### src/sv/assert_macros.svh
// Assertion macros used by the top level of the height field shaper.
// Defining ASSERT_OFF turns every check into an empty statement.
`ifndef ASSERT_MACROS_SVH
`define ASSERT_MACROS_SVH
`ifndef ASSERT_OFF
`define HGS_ASSERT(lbl, clk, rst, prop, msg) \
   lbl: assert property (@(posedge clk) disable iff (rst) prop) else $error(msg);
`define HGS_ASSERT_ALWAYS(lbl, clk, prop, msg) \
   lbl: assert property (@(posedge clk) prop) else $error(msg);
`else
`define HGS_ASSERT(lbl, clk, rst, prop, msg)
`define HGS_ASSERT_ALWAYS(lbl, clk, prop, msg)
`endif
`endif

### src/sv/hgs_pkg.sv
// Shared types, codes and constant tables of the height field shaper.
// No dependencies; imported by the controller, datapath and top level.
`timescale 1ns / 1ps
package hgs_pkg;

   localparam int DEF_MAX_WIDTH  = 128;
   localparam int DEF_MAX_HEIGHT = 128;
   localparam int DEF_MAX_RADIUS = 6;

   localparam logic [2:0] REG_SHAPE        = 3'd0;
   localparam logic [2:0] REG_LOCAL_EFFECT = 3'd1;
   localparam logic [2:0] REG_LOCAL_AREA   = 3'd2;
   localparam logic [2:0] REG_KEEP_DETAIL  = 3'd3;
   localparam logic [2:0] REG_RADIUS       = 3'd4;
   localparam logic [2:0] REG_WIDTH        = 3'd5;
   localparam logic [2:0] REG_HEIGHT       = 3'd6;

   localparam logic OPC_STORE   = 1'b0;
   localparam logic OPC_COMPUTE = 1'b1;

   typedef enum logic [4:0] {
      OP_NOP,
      OP_CENTER,
      OP_LATCH_U,
      OP_EXPG_INIT,
      OP_EXPS_INIT,
      OP_EXP_MUL,
      OP_EXP_ACC,
      OP_EXPG_FIN,
      OP_EXPS_FIN,
      OP_LOG_INIT,
      OP_LOG_MUL,
      OP_LOG_ACC,
      OP_PROD_MUL,
      OP_WT_MUL,
      OP_WT_ACC,
      OP_RES_MUL,
      OP_RES_ACC,
      OP_WIN_INIT,
      OP_WIN_STEP,
      OP_DIV_INIT,
      OP_DIV_STEP,
      OP_FINAL
   } hgs_op_type;

   typedef struct packed {
      hgs_op_type op;
   } hgs_cmd_type;

   typedef struct packed {
      logic k_last16;
      logic k_last24;
      logic win_last;
      logic u_zero;
      logic keep_detail;
   } hgs_status_type;

   typedef logic [31:0] fac_tab_type [16];

   function automatic logic [63:0] isqrt64(input logic [63:0] v);
      logic [63:0] res;
      logic [63:0] bit_v;
      logic [63:0] vv;
      res   = '0;
      bit_v = 64'h4000_0000_0000_0000;
      vv    = v;
      for (int i = 0; i < 32; i++) begin
         if (vv >= res + bit_v) begin
            vv  = vv - (res + bit_v);
            res = (res >> 1) + bit_v;
         end else begin
            res = res >> 1;
         end
         bit_v = bit_v >> 2;
      end
      return res;
   endfunction

   // 2^(2^-k) in Q2.30 for k = 1..16
   function automatic fac_tab_type make_fac();
      fac_tab_type tab;
      logic [63:0] fac;
      fac = 64'h8000_0000;
      for (int k = 0; k < 16; k++) begin
         fac    = isqrt64(fac << 30);
         tab[k] = fac[31:0];
      end
      return tab;
   endfunction

   localparam fac_tab_type FAC_TABLE = make_fac();

endpackage

### src/sv/hgs_ctrl.sv
// Sequencer of the height field shaper: steps the datapath through one transaction.
// Depends on hgs_pkg for the command and status types.
`timescale 1ns / 1ps
module hgs_ctrl import hgs_pkg::*; (
   input  logic           clock,
   input  logic           reset,
   input  logic           req_valid,
   input  logic           req_opcode,
   output logic           req_ready,
   output logic           rsp_valid,
   input  logic           rsp_ready,
   input  hgs_status_type status,
   output hgs_cmd_type    cmd
);

   typedef enum logic [4:0] {
      ST_IDLE, ST_CENTER, ST_LATCH,
      ST_G_INIT, ST_G_MUL, ST_G_ACC, ST_G_FIN,
      ST_L_INIT, ST_L_MUL, ST_L_ACC, ST_P_MUL,
      ST_S_INIT, ST_S_MUL, ST_S_ACC, ST_S_FIN,
      ST_W_MUL, ST_W_ACC, ST_R_MUL, ST_R_ACC,
      ST_N_INIT, ST_N_STEP, ST_N_DRAIN, ST_D_INIT, ST_D_STEP, ST_DONE
   } state_type;

   state_type state_ff, state_in;
   logic      rsp_valid_ff, rsp_valid_in;
   logic      out_free;

   assign out_free  = !rsp_valid_ff || rsp_ready;
   assign req_ready = (state_ff == ST_IDLE);
   assign rsp_valid = rsp_valid_ff;

   always_comb begin
      state_in     = state_ff;
      rsp_valid_in = rsp_ready ? 1'b0 : rsp_valid_ff;
      cmd.op       = OP_NOP;
      case (state_ff)
         ST_IDLE: begin
            if (req_valid && req_opcode == OPC_COMPUTE) state_in = ST_CENTER;
         end
         ST_CENTER: begin
            cmd.op = OP_CENTER; state_in = ST_LATCH;
         end
         ST_LATCH: begin
            cmd.op = OP_LATCH_U; state_in = ST_G_INIT;
         end
         ST_G_INIT: begin
            cmd.op = OP_EXPG_INIT; state_in = ST_G_MUL;
         end
         ST_G_MUL: begin
            cmd.op = OP_EXP_MUL; state_in = ST_G_ACC;
         end
         ST_G_ACC: begin
            cmd.op = OP_EXP_ACC; state_in = status.k_last16 ? ST_G_FIN : ST_G_MUL;
         end
         ST_G_FIN: begin
            cmd.op = OP_EXPG_FIN; state_in = status.u_zero ? ST_W_MUL : ST_L_INIT;
         end
         ST_L_INIT: begin
            cmd.op = OP_LOG_INIT; state_in = ST_L_MUL;
         end
         ST_L_MUL: begin
            cmd.op = OP_LOG_MUL; state_in = ST_L_ACC;
         end
         ST_L_ACC: begin
            cmd.op = OP_LOG_ACC; state_in = status.k_last16 ? ST_P_MUL : ST_L_MUL;
         end
         ST_P_MUL: begin
            cmd.op = OP_PROD_MUL; state_in = ST_S_INIT;
         end
         ST_S_INIT: begin
            cmd.op = OP_EXPS_INIT; state_in = ST_S_MUL;
         end
         ST_S_MUL: begin
            cmd.op = OP_EXP_MUL; state_in = ST_S_ACC;
         end
         ST_S_ACC: begin
            cmd.op = OP_EXP_ACC; state_in = status.k_last16 ? ST_S_FIN : ST_S_MUL;
         end
         ST_S_FIN: begin
            cmd.op = OP_EXPS_FIN; state_in = ST_W_MUL;
         end
         ST_W_MUL: begin
            cmd.op = OP_WT_MUL; state_in = ST_W_ACC;
         end
         ST_W_ACC: begin
            cmd.op = OP_WT_ACC; state_in = ST_R_MUL;
         end
         ST_R_MUL: begin
            cmd.op = OP_RES_MUL; state_in = ST_R_ACC;
         end
         ST_R_ACC: begin
            cmd.op = OP_RES_ACC; state_in = status.keep_detail ? ST_N_INIT : ST_DONE;
         end
         ST_N_INIT: begin
            cmd.op = OP_WIN_INIT; state_in = ST_N_STEP;
         end
         ST_N_STEP: begin
            cmd.op = OP_WIN_STEP; state_in = status.win_last ? ST_N_DRAIN : ST_N_STEP;
         end
         ST_N_DRAIN: begin
            state_in = ST_D_INIT;
         end
         ST_D_INIT: begin
            cmd.op = OP_DIV_INIT; state_in = ST_D_STEP;
         end
         ST_D_STEP: begin
            cmd.op = OP_DIV_STEP; state_in = status.k_last24 ? ST_DONE : ST_D_STEP;
         end
         ST_DONE: begin
            if (out_free) begin
               cmd.op = OP_FINAL; rsp_valid_in = 1'b1; state_in = ST_IDLE;
            end
         end
         default: state_in = ST_IDLE;
      endcase
   end

   always_ff @(posedge clock) begin
      if (reset) begin
         state_ff     <= ST_IDLE;
         rsp_valid_ff <= 1'b0;
      end else begin
         state_ff     <= state_in;
         rsp_valid_ff <= rsp_valid_in;
      end
   end

endmodule

### config.mk
export PLATFORM = sky130hd
export DESIGN_NAME = hgs_ctrl
export DESIGN_NICKNAME = d
export VERILOG_FILES = /design/src/sv/assert_macros.svh /design/src/sv/hgs_pkg.sv /design/src/sv/hgs_ctrl.sv
export SDC_FILE = /design/constraint.sdc
export NUM_CORES = 1
export LEC_CHECK = 0
export ABC_AREA = 1
export BUFFER_PORTS_ARGS = -buffer_cell sky130_fd_sc_hd__buf_4
export CELL_PAD_IN_SITES_DETAIL_PLACEMENT = 2
export CELL_PAD_IN_SITES_GLOBAL_PLACEMENT = 2
export CORE_UTILIZATION = 29
export CTS_BUF_LIST = sky130_fd_sc_hd__clkbuf_4 sky130_fd_sc_hd__clkbuf_8
export DETAILED_ROUTE_END_ITERATION = 8
export GPL_TIMING_DRIVEN = 0
export PLACE_DENSITY_LB_ADDON = 0.1
export SLEW_MARGIN = 30
export SYNTH_ARGS = -nofsm -noshare
export SYNTH_HDL_FRONTEND = slang
export SYNTH_SLANG_ARGS = --single-unit
### constraint.sdc
create_clock -name clock -period 3.4 [get_ports clock]
set_input_delay 0.17 -clock clock [delete_from_list [all_inputs] [get_ports clock]]
set_output_delay 0.17 -clock clock [all_outputs]
set_load 0.005 [all_outputs]
Word level (Yosys, flattened, before mapping)
Cells that the tools add are included.
Word-level totals
  input bits: 10
  register bits: 6
Cells by class
  reductions and logical operators: 7
  muxes and demuxes: 15
  eq/ne operators: 26
Operator list (number)
  one-hot mux 5 bit (25 select lines): 1
  one-hot mux 5 bit (21 select lines): 1
  equality test 5 bit (second input constant): 9
  equality test 5 x 4 -> 1 bit (second input constant): 8
  equality test 5 x 3 -> 1 bit (second input constant): 4
  2-to-1 mux 5 bit: 3
  2-to-1 mux 4 bit: 3
  equality test 5 x 2 -> 1 bit (second input constant): 2
  2-to-1 mux 2 bit: 3
  equality test 5 x 1 -> 1 bit (second input constant): 1
  logical NOT 5 bit: 1
  2-to-1 mux 1 bit: 4
  OR reduction 2 bit: 2
  inequality test 2 x 1 -> 1 bit (second input constant): 1
  inequality test 2 bit (second input constant): 1
  AND reduction 2 bit: 1
  logical AND 1 bit: 1
  logical NOT 1 bit: 1
  logical OR 1 bit: 1

Logic depth before layout (Yosys ltp)
  word-level depth: 4
  depth in mapped cells: 10
  depth with buffers taken out: 9

Least setup slack after synthesis
Ideal clock, no wire load.
  path type: reg-to-output
  from: register state_ff[0]
  to: output port cmd[0] (netlist bit)
  path slack: 2.116 ns
  arrival time: 1.114 ns
  data required time: 3.230 ns
  cell stages (with the launch flop): 9
  cells stage by stage: dfxtp_1 > buf_4 > nor3_1 > nand2_1 > inv_1 > nor2_1 > nand2_1 > nor2_1 > nand3b_1
RTL lines
  start, declared: line hgs_ctrl.sv:25  | state_type state_ff, state_in;
  start signal, assigned: line hgs_ctrl.sv:124  | state_ff <= state_in;
  end, declared: line hgs_ctrl.sv:13  | output hgs_cmd_type cmd

==> metrics <==
run status completed; unrepaired setup endpoints after global routing no; maximum resistive drop on vdd 0.3650 mV; deepest clock path buffer count 2; number of I/O pins 17; summed negative setup slack over all endpoints 0 ns; critical path data arrival time 1.91 ns; leakage component of the power 0.5209 nW; maximum net fanout on the critical path 5; Die Wd 52.92 µm; post-route clock period utilization 61.24%; number of fill cells in the layout 340; PortBufs 16; Clock Root Buffer clkbuf_4; GRT overflow 0; sequential area share after synthesis 15.97%; delay of the slowest critical-path stage 0.56 ns; sinks on the clock net 6; path type of the worst setup path register to primary output; starting density of the core 30.63%; clock tree from TritonCTS built; FF-to-FF setup slack 1.88 ns; post-synthesis instance area 752.0 µm²; area overhead of the layout relative to synthesis 23.96%; Antenna Violating Nets Remaining 0; Worst path most repeated cell a21oi_1; total core area 0.002455 mm²; slowest cell on the critical path dfxtp_1; combinational share of power 63.0%; most frequent cells in the layout 33 x nand2_1, 23 x nor2_1, 20 x inv_1; Global Route Usage Sum 22.69%; post-cts resize count 0; Yosys warnings 0; number of detailed-route iterations in the first pass 4; worst slew slack as a fraction of its limit 68.86%; pin count of the biggest net entering global routing 11; post-detailed-routing wire length 2835 µm; layout cell share with drive strength beyond 1 22.44%; Cell Int Power 0.2331 mW; number of nets in the layout 168; number of library cell types mapped by synthesis 22; most common cell after layout, fill and taps aside nand2_1; post-synthesis instance total 137; worst-margin pin slew 0.4635 ns; routability-driven placement congestion ratio 0.8196; final worst clock skew 0.0009630 ns; quantity of hold-fixing buffers added after cts 0; number of global-route vias before repair 959; sort of element at the start of the critical path register; initial antenna violation count 0; setup violators final 0; height of the die 52.92 µm; total half-perimeter wirelength after legalization and detailed placement 2437 µm; H-tree levels 1; Setup crit end kind primary output; DRC Markers 0; Hold Crit Class primary input to register; Std-Cell Rows 18; count of final max-slew check failures 0; relative contribution of sequential cells to total power 21.8%; Net Switching 0.2059 mW; Worst Path Required 3.23 ns; Core Util, Final 37.97%; fraction of power spent switching nets 46.90%; number of hold violations in the final report 0; vias post-DR 965; power share of the clock group 15.2%; areal power density over the cells 470.9 mW/mm²; Fmax achieved 480.2 MHz; minimum clock period after layout 2.082 ns; worst-path cell chain inv_2 > nor2_2 > nand2_2 > a21oi_1 > a21oi_1 > nand3b_1 > buf_4; max-capacitance violation count 0; Synthesized Nets 147; number of buffers created by CTS 3; per-cell routed wire length 15.24 µm; wire length of the first global-routing pass 4498 µm; Mean Syn Cell Area 5.489 µm²; register clock-pin slew on the reported worst setup and hold paths 0.05 ns; number of register bits inferred by synthesis 6; insertion delay of the later-clocked pin in the worst-skew pair 0.25 ns; overall die area 0.002801 mm²; setup bufs post-CTS 0; vias per cell 5.188; number of diodes added for antenna fixing 0; number of DRC violations after detailed-routing iteration 0 4
[through the flow]
step	instance area (µm²)	cells	hold slack (ns)	worst slack [ns]	power (mW)
final	932.1	186	0.1161	1.318	0.4390
after global routing	932.1	186	0.1156	1.208	0.4839
after CTS	932.1	186	0.1120	1.328	0.4450
after detailed placement	909.6	183	0.3688	1.594	0.3771
after global placement	909.6	183	0.3645	1.637	0.3651
after floorplan	752.0	137	0.2369	2.116	0.2735
[path summary, 6_finish.rpt]
kind	cells after the start	endpoint	start
worst max-delay path	7	cmd[2]	state_ff[3]$_SDFFE_PP0P_
worst min-delay path	2	state_ff[0]$_SDFFE_PP0P_	reset
worst max register to register	7	state_ff[2]$_SDFFE_PP0P_	state_ff[4]$_SDFFE_PP0P_
worst min register to register	2	rsp_valid$_SDFF_PP0_	rsp_valid$_SDFF_PP0_
[power groups by stage]
stage	sequential [mW]	combinational [mW]	clock (mW)
detailed placement	0.0977	0.279	0
CTS	0.0963	0.280	0.0688
global route	0.0969	0.314	0.0731
global placement	0.0958	0.269	0
floorplan	0.0920	0.181	0
finish	0.0959	0.277	0.0666
[cell families (layout without fill, tap and decap cells)]
kind of cell,after synthesis,count (layout),share of synthesized area (%)
AND/OR/NAND/NOR,93,93,61.40
flip-flops,6,6,15.97
buffers and inverters,25,44,13.14
AO/OA/AOI/OAI,13,13,9.484
[worst max-delay path, delay by kind of cell (launching register included)]
kind	cells	cell delay (ns)
simple gates	3	0.42
flops	1	0.56
compound gates	2	0.42
buf+inv	2	0.24
[registers in the layout, indices dropped and copies added, names as in the netlist]
signal / cells
state_ff: 5
rsp_valid: 1
[cells in the mapped netlist (all sizes together)]
cell type	instances	share of area, %
nand2	35	18
nor2	30	20
inv	23	11
nand3	18	14
a21oi	8	5.3
dfxtp	6	16
nand3b	4	4.0
nor3	3	2.0
o21ai	3	2.0
buf	2	1.7
nand4	2	1.7
a22oi	1	1.0
and2	1	0.83
o221ai	1	1.2
[layout make-up]
| class | instances | area (µm²) | share of cell area (%) |
|---|---|---|---|
| multi-input combinational | 106 | 533.0 | 57.18 |
| tap | 30 | 37.54 | 4.027 |
| inverter | 23 | 86.33 | 9.262 |
| clock buffer | 3 | 22.52 | 2.416 |
| sequential | 6 | 120.1 | 12.89 |
| buffer | 2 | 12.51 | 1.342 |
| timing repair buffer | 16 | 120.1 | 12.89 |
[layer usage]
metal | vias to the layer above | share of wire (%) | GRT usage, %
met1 | 468 | 48 | 29.81
met3 | 2 | 2.5 | 3.448
li1 | 479 | - | -
met2 | 16 | 49 | 39.03
met4 | 0 | 0.53 | 3.947
met5 | - | 0 | 0
No activity file was read; power rests on OpenSTA's default activity.
